File: src/hw/rtl/r2fft_ram.sv
// ----------------------------------------------------------------------------
// r2fft_ram
// generic single-port-write, single-port-read ram with registered read
// ----------------------------------------------------------------------------
module r2fft_ram #(
    parameter int WIDTH = 32,
    parameter int DEPTH = 32
) (
    input  logic                     clk,
    input  logic                     we,
    input  logic [$clog2(DEPTH)-1:0] waddr,
    input  logic [WIDTH-1:0]         wdata,
    input  logic [$clog2(DEPTH)-1:0] raddr,
    output logic [WIDTH-1:0]         rdata
);

    logic [WIDTH-1:0] mem [DEPTH];

    always_ff @(posedge clk)
    begin
        if (we)
            mem[waddr] <= wdata;
        rdata <= mem[raddr];
    end

endmodule
File: config.mk
export PLATFORM = sky130hd
export DESIGN_NAME = r2fft_ram
export DESIGN_NICKNAME = d
export VERILOG_FILES = /design/src/hw/rtl/r2fft_ram.sv
export SDC_FILE = /design/constraint.sdc
export NUM_CORES = 1
export LEC_CHECK = 0
export BUFFER_PORTS_ARGS = -buffer_cell sky130_fd_sc_hd__buf_2
export CAP_MARGIN = 20
export CELL_PAD_IN_SITES_DETAIL_PLACEMENT = 1
export CELL_PAD_IN_SITES_GLOBAL_PLACEMENT = 2
export CORE_MARGIN = 2
export CORE_UTILIZATION = 50
export CTS_BUF_LIST = sky130_fd_sc_hd__clkbuf_2
export CTS_CLUSTER_DIAMETER = 120
export DETAILED_ROUTE_END_ITERATION = 10
export PLACE_DENSITY = 0.79
export SLEW_MARGIN = 0
export SYNTH_ARGS = -nofsm -noshare
export SYNTH_HDL_FRONTEND = slang
export SYNTH_SLANG_ARGS = --single-unit
export TNS_END_PERCENT = 50
File: constraint.sdc
create_clock -name clk -period 3.85 [get_ports clk]
set_clock_uncertainty 0.2 [all_clocks]
set_input_delay 0.385 -clock clk [delete_from_list [all_inputs] [get_ports clk]]
set_output_delay 0.385 -clock clk [all_outputs]
set_load 0.02 [all_outputs]
# ---- Word-level counts from Yosys, hierarchy flattened
# Memory sizes are Yosys's and may differ from the RTL's. A register that Yosys moved wholly into a read port is not among the register bits.
# Index checks and enable logic that the tools add are counted.
# W data, S select, Z words.
dict set report classes {
  mux 2
}
# operator n
set ops {}
lappend ops {{$mux W1} 2}
dict set report word_totals {
  register_bits 0
  ramBits 1024
  in_bits 44
  output_inout_bits 32
  elab_cells 3
  memories 1
}
# name words width read_ports rd_clocked_by_memory_dff wr line
set mem_list {}
lappend mem_list {mem 32 32 1 1 1 17} ;# logic [WIDTH-1:0] mem [DEPTH];

# ---- Depth between registers and ports, before layout
# Gate-level depths: netlist of run 1.
dict set report logic_depth {
  word_depth 2
  ltp_mapped 8
  depth_no_buf 5
}

# ---- Worst setup path after synthesis of run 1
# No wires, ideal clock.
dict set report synth_path {
  kind {input port to flip-flop}
  from {input waddr[1]}
  to {memory mem[12][0], enable pin}
  setup_ps 421
  t_arrival_ps 2398
  required_time_ps 3229
  slack_ps 831
  stages 3
  path_buffers 1
  path_cell_list {or3b_2 -> clkbuf_1 -> nor2_1}
}
# item line
set synth_rtl {}
lappend synth_rtl {{from (decl)} 11} ;# input logic [$clog2(DEPTH)-1:0] waddr,
lappend synth_rtl {{to (decl)} 17}
# No word-level cell before the write port.

==> flow_summary.json, run 1 <==
{
  "yosys.area.top_type_share_pct": 75.95,
  "vdd_drop_max_v": 0.0002793,
  "yosysSeqAreaShare_pct": 77.54,
  "fill_cells": 7338,
  "end_kind": "flip-flop",
  "cp-start-kind": "input port",
  "io_pins": 76,
  "drt_wl_total_um": 113700,
  "htreeDepth": 5,
  "synth.distinct_cells": 25,
  "dieArea_mm2": 0.08326,
  "min-delay-path-class": "in2reg",
  "fp.dieH_um": 288.6,
  "rows": 104,
  "worst-endpoint-required_ns": 4.97,
  "num-nets-final": 2761,
  "cts.clk_slew.worst_paths_ns": 0.10,
  "vias": 23273,
  "async_flop_share_pct": 0,
  "cp_max_fo": 32,
  "globalplace.congestion": 0.7949,
  "postSynthRegisterBits": 1056,
  "synth.area.top_cells": "edfxtp_1, mux2i_1, a22oi_1",
  "wl_per_cell_um": 28.72,
  "period_share_pct": 97.22,
  "rsz0062_at_grt": "no",
  "synth_common_cells": "edfxtp_1, mux2i_1, nand2_1, nand3_1",
  "cts_tree": "yes",
  "drt_iter0_markers": 2121,
  "dr.pass1.iters": 6,
  "crit_type": "in2reg",
  "layout_setup_ws_ns": 0.1070,
  "synth_ff_type": "edfxtp_1",
  "cts_sinks": 1056,
  "numCtsBuffers": 281,
  "grt_max_degree": 61,
  "relSlewSlack_pct": 24.10,
  "clockBufferDepth": 4,
  "vias_per_cell": 5.877,
  "dp_slack_ns": 0.9983,
  "synth.avg_cell_area_um2": 17.91,
  "finalHoldViolCount": 0,
  "grt.overflow.total": 0,
  "placedCellCount": 3360,
  "die_w_um": 288.6,
  "fin_cells": 3960,
  "dp_hpwl_um": 64040,
  "leakage_nw": 16.98,
  "cts_root_buffer": "clkbuf_2",
  "synth_most_common_cell": "edfxtp_1",
  "grt_antenna_before_repair": 3,
  "fp.coreArea_mm2": 0.08029,
  "drive_above_1_share_pct": 22.90,
  "grt_usage_pct": 27.80,
  "period_minus_slack_ns": 3.743,
  "postCtsSetupBuffers": 0,
  "ant_nets": 0,
  "powerDensity_mw_per_mm2": 466.5,
  "outcome": "finished, final reports clean",
  "start_util_pct": 50.43,
  "port_buffers": 75,
  "synth_cells": 2260,
  "syn_area_mm2": 0.04049,
  "fmax_ghz": 0.2672,
  "tns_ns": 0,
  "area_growth_pct": 15.18,
  "drv_slew": 0,
  "synth_edf_count": 1024,
  "worst_pin_slew_ns": 1.138,
  "yosysWarnings": 0,
  "crit_arrival_ns": 4.87,
  "grt_pass1_wl_um": 165900,
  "grt_pass1_vias": 25305,
  "yosys.area.top_type": "edfxtp_1",
  "drcViolationCount": 0,
  "synth_nets": 2304,
  "max-cap-violations": 0,
  "setup_viol": 0,
  "clk-insertion-delay-late_ns": 1.47
}
## placed cells by master, fill, tap and decap left out
cell type and count:
clkbuf_2 406, and2_4 1, nand3b_1 5, nand3_1 98, a21oi_1 96, clkinv_2 9
buf_12 50, or2_2 1, or3_1 1, bufinv_16 2, nand2_1 97, a22oi_1 96
buf_2 74, nand2b_2 2, nand2_2 1, inv_2 4, clkinv_1 44, buf_8 1
buf_4 73, a31oi_1 32, and2b_4 1, dfxtp_1 32, or3b_2 3, buf_6 1
buf_16 1, nor2_1 1, edfxtp_1 1024, dlygate4sd3_1 101, nor3_1 32, mux2i_1 512
nor2b_4 1, nor2_4 33, a22o_1 64, diode_2 1
## metal layers
layer / GRT usage [%] / up-vias / routed length (um)
met1: 36.53 / 12040 / 46420
met4: 11.92 / 2 / 3913
met3: 5.845 / 216 / 7755
li1: - / 10044 / -
met5: 0 / - / 12
met2: 45.14 / 971 / 55630
## sequential cells by signal, indices dropped and copies added, names as in the netlist
signal and count:
mem 1024, rdata 32
## kinds of logic (layout without fill, tap and decap cells)
kind of cell	count (synthesis)	in the layout	share of synthesized area [%]
compound gates	288	288	4.846
buf+inv	127	766	1.860
flops	1056	1056	77.53
mux	512	512	12.66
other cells	0	1	0
simple gates	277	277	3.100
## where the power goes
group	switching [mW]	internal [mW]	total [mW]
registers	0.0737	12.8	12.8
logic	0.980	0.545	1.52
clock network	4.48	2.92	7.40
total	5.53	16.2	21.8
## per-stage QoR
stage	utilization, %	hold slack (ns)	instance area (um2)	power [mW]
finish	58.08	0.1929	46630	21.75
global route	58.08	0.1139	46630	22.60
CTS	58.06	0.0009587	46620	21.91
detailed placement	53.09	0.4033	42630	14.44
global placement	53.09	0.4034	42630	14.40
floorplan	-	0.2839	40490	13.78
## worst max-delay path, cell delays in order
cell           delay, ns
dlygate4sd3_1       0.55
buf_2               0.15
dlygate4sd3_1       0.60
nor2_4              0.50
buf_4               0.56
nand2_1             0.09
dlygate4sd3_1       0.58
a31oi_1             0.19
dlygate4sd3_1       0.62
nand3_1             0.07
dlygate4sd3_1       0.55
## final timing paths
check	start	end	slack (ns)	depth (start not counted)
setup reg to reg	mem[17][12]	rdata[12]	0.97	7
setup / recovery	raddr[2]	rdata[12]	0.11	11
hold reg to reg	mem[17][27]	rdata[27]	0.33	4
hold / removal	raddr[2]	rdata[7]	0.19	6
## cell type report
| type | instances | area, um2 | share of cell area, % |
|---|---|---|---|
| antenna | 1 | 2.502 | 0.005367 |
| tap | 1060 | 1326 | 2.844 |
| clock inverter | 59 | 285.3 | 0.6118 |
| sequential | 1056 | 31390 | 67.32 |
| timing repair buffer | 301 | 2984 | 6.400 |
| clock buffer | 406 | 2032 | 4.358 |
| multi-input combinational | 1077 | 8610 | 18.46 |
## what timing repair did
| item | in CTS | in global routing |
|---|---|---|
| hold buffers | 135 | 0 |
| resized for setup | 0 | 1 |
| setup endpoints to repair | 0 | 27 |
| endpoints found under the hold margin | 2080 | 0 |
Power figures use the tool's default switching activity.
==> inputs of run 2 (changes only) <==
--- a/config.mk
+++ b/config.mk
@@ -15,6 +15,7 @@
 export CTS_CLUSTER_DIAMETER = 120
 export DETAILED_ROUTE_END_ITERATION = 10
 export PLACE_DENSITY = 0.79
+export RECOVER_POWER = 100
 export SLEW_MARGIN = 0
 export SYNTH_ARGS = -nofsm -noshare
 export SYNTH_HDL_FRONTEND = slang
==> flow_summary.json, run 2 (synthesis gave the netlist of run 1 again) <==
{
  "outcome": "complete, but fails checks",
  "violations": "capacitance limit, slew limit",
  "cpPeakStageDelay_ns": 1.08,
  "period_share_pct": 98.86,
  "dr.pass1.iters": 7,
  "relSlewSlack_pct": -34.29,
  "vdd_drop_max_v": 0.0002813,
  "regArea_mm2": 0.03139,
  "final_core_util_pct": 57.07,
  "worst_pin_slew_ns": 2.014,
  "crit_arrival_ns": 4.61,
  "grt_antenna_before_repair": 4,
  "postCtsSetupBuffers": 0,
  "cts.clk_slew.worst_paths_ns": 0.12,
  "crit_start": "waddr[2]",
  "rsz0062_at_grt": "no",
  "p_total_mw": 21.66,
  "fill_cells": 7447,
  "fmax_ghz": 0.2627,
  "port_buffers": 75,
  "powerDensity_mw_per_mm2": 472.7,
  "worst-endpoint-required_ns": 4.66,
  "r2r-start": "mem[17][12]",
  "rows": 104,
  "grt_usage_pct": 27.80,
  "drive_above_1_share_pct": 18.97,
  "fp.dieH_um": 288.6,
  "max-cap-violations": 30,
  "cp-start-kind": "input port",
  "min-delay-start": "waddr[4]",
  "wl_per_cell_um": 28.72,
  "drt_iter0_markers": 1931,
  "fin_hold_ws_ns": 0.09913,
  "drcViolationCount": 0,
  "setup_viol": 0,
  "top_regs": "mem: 1024 flops, rdata: 32 flops",
  "grt_pass1_vias": 25305,
  "die_w_um": 288.6,
  "cts_sinks": 1056,
  "grt_pass1_wl_um": 165900,
  "critPathMostFrequentCell": "dlygate4sd3_1",
  "clk-insertion-delay-late_ns": 1.48,
  "fp.coreArea_mm2": 0.08029,
  "period_minus_slack_ns": 3.806,
  "vias_per_cell": 5.880,
  "crit_buf_inv": 6,
  "placedCellCount": 3360,
  "drt_wl_total_um": 113800,
  "clockBufferDepth": 4,
  "crit_type": "in2reg",
  "path_delay_family": "buffers and inverters",
  "htreeDepth": 5,
  "tns_ns": 0,
  "vias": 23292,
  "grt.overflow.total": 0,
  "cp_max_fo": 23,
  "globalplace.congestion": 0.7949,
  "largest_reg_flops": 1024,
  "area_growth_pct": 13.18,
  "crit_slowest_cell": "dlygate4sd3_1",
  "start_util_pct": 50.43,
  "dieArea_mm2": 0.08326,
  "numCtsBuffers": 281,
  "io_pins": 76,
  "path_cells": "dlygate4sd3_1, clkbuf_1, dlygate4sd3_1, or3b_2, dlygate4sd3_1, nor2_1, dlygate4sd3_1, buf_12",
  "grt_max_degree": 61,
  "final_common_cell": "edfxtp_1",
  "dp_hpwl_um": 64040,
  "finalHoldViolCount": 0,
  "cts_tree": "yes",
  "num-nets-final": 2761,
  "leakage_nw": 16.46,
  "drv_slew": 969,
  "cts_root_buffer": "clkbuf_2",
  "min-delay-path-class": "in2reg",
  "fin_cells": 3961,
  "most-common-layout-cells": "edfxtp_1, mux2i_1, clkbuf_2",
  "ant_nets": 0,
  "multi_input_area_mm2": 0.008554,
  "end_kind": "flip-flop",
  "largest-register": "mem"
}
-- run 2: layout make-up --
type,count,area share (%)
Timing Repair Buffer,301,4.863
Sequential cell,1056,68.51
Antenna cell,2,0.01092
Clock inverter,59,0.6226
Clock buffer,406,4.435
Multi-Input combinational cell,1077,18.67
Tap cell,1060,2.894
-- run 2: report_power, final --
part,total (mW),switching [mW],internal [mW]
clock network,7.38,4.46,2.92
logic,1.43,0.966,0.459
registers,12.9,0.0752,12.8
total,21.7,5.50,16.2
-- run 2: worst paths after layout --
kind,end,slack [ns],cells past startpoint
max,mem[11][13],0.04,8
min,mem[1][1],0.1,4
max reg2reg,rdata[12],0.98,7
min reg2reg,rdata[27],0.34,4
-- run 2: repair_timing --
| item | CTS | global route |
|---|---|---|
| resized for setup | 0 | 1 |
| endpoints found under the setup margin | 0 | 27 |
| hold buffers | 135 | 0 |
| hold endpoints to repair | 2080 | 0 |
-- run 2: tightest hold or removal path, stage by stage --
cell and delay, ns:
dlygate4sd3_1 0.52, buf_2 0.20, or3_1 0.26, nor2_4 0.15
-- run 2: per-layer routing --
metal | share of wire [%] | GRT usage [%]
met5 | 0.024 | 0
met2 | 49 | 45.14
met4 | 3.5 | 11.92
met1 | 41 | 36.53
met3 | 6.9 | 5.845
-- run 2: metrics by stage --
step,instance area [um2],worst slack (ns)
6_report,45820,0.04389
5_1_grt,45820,0.07641
4_1_cts,46620,0.04174
3_5_place_dp,42630,0.9983
3_3_place_gp,42630,0.9450
2_1_floorplan,40490,0.8309
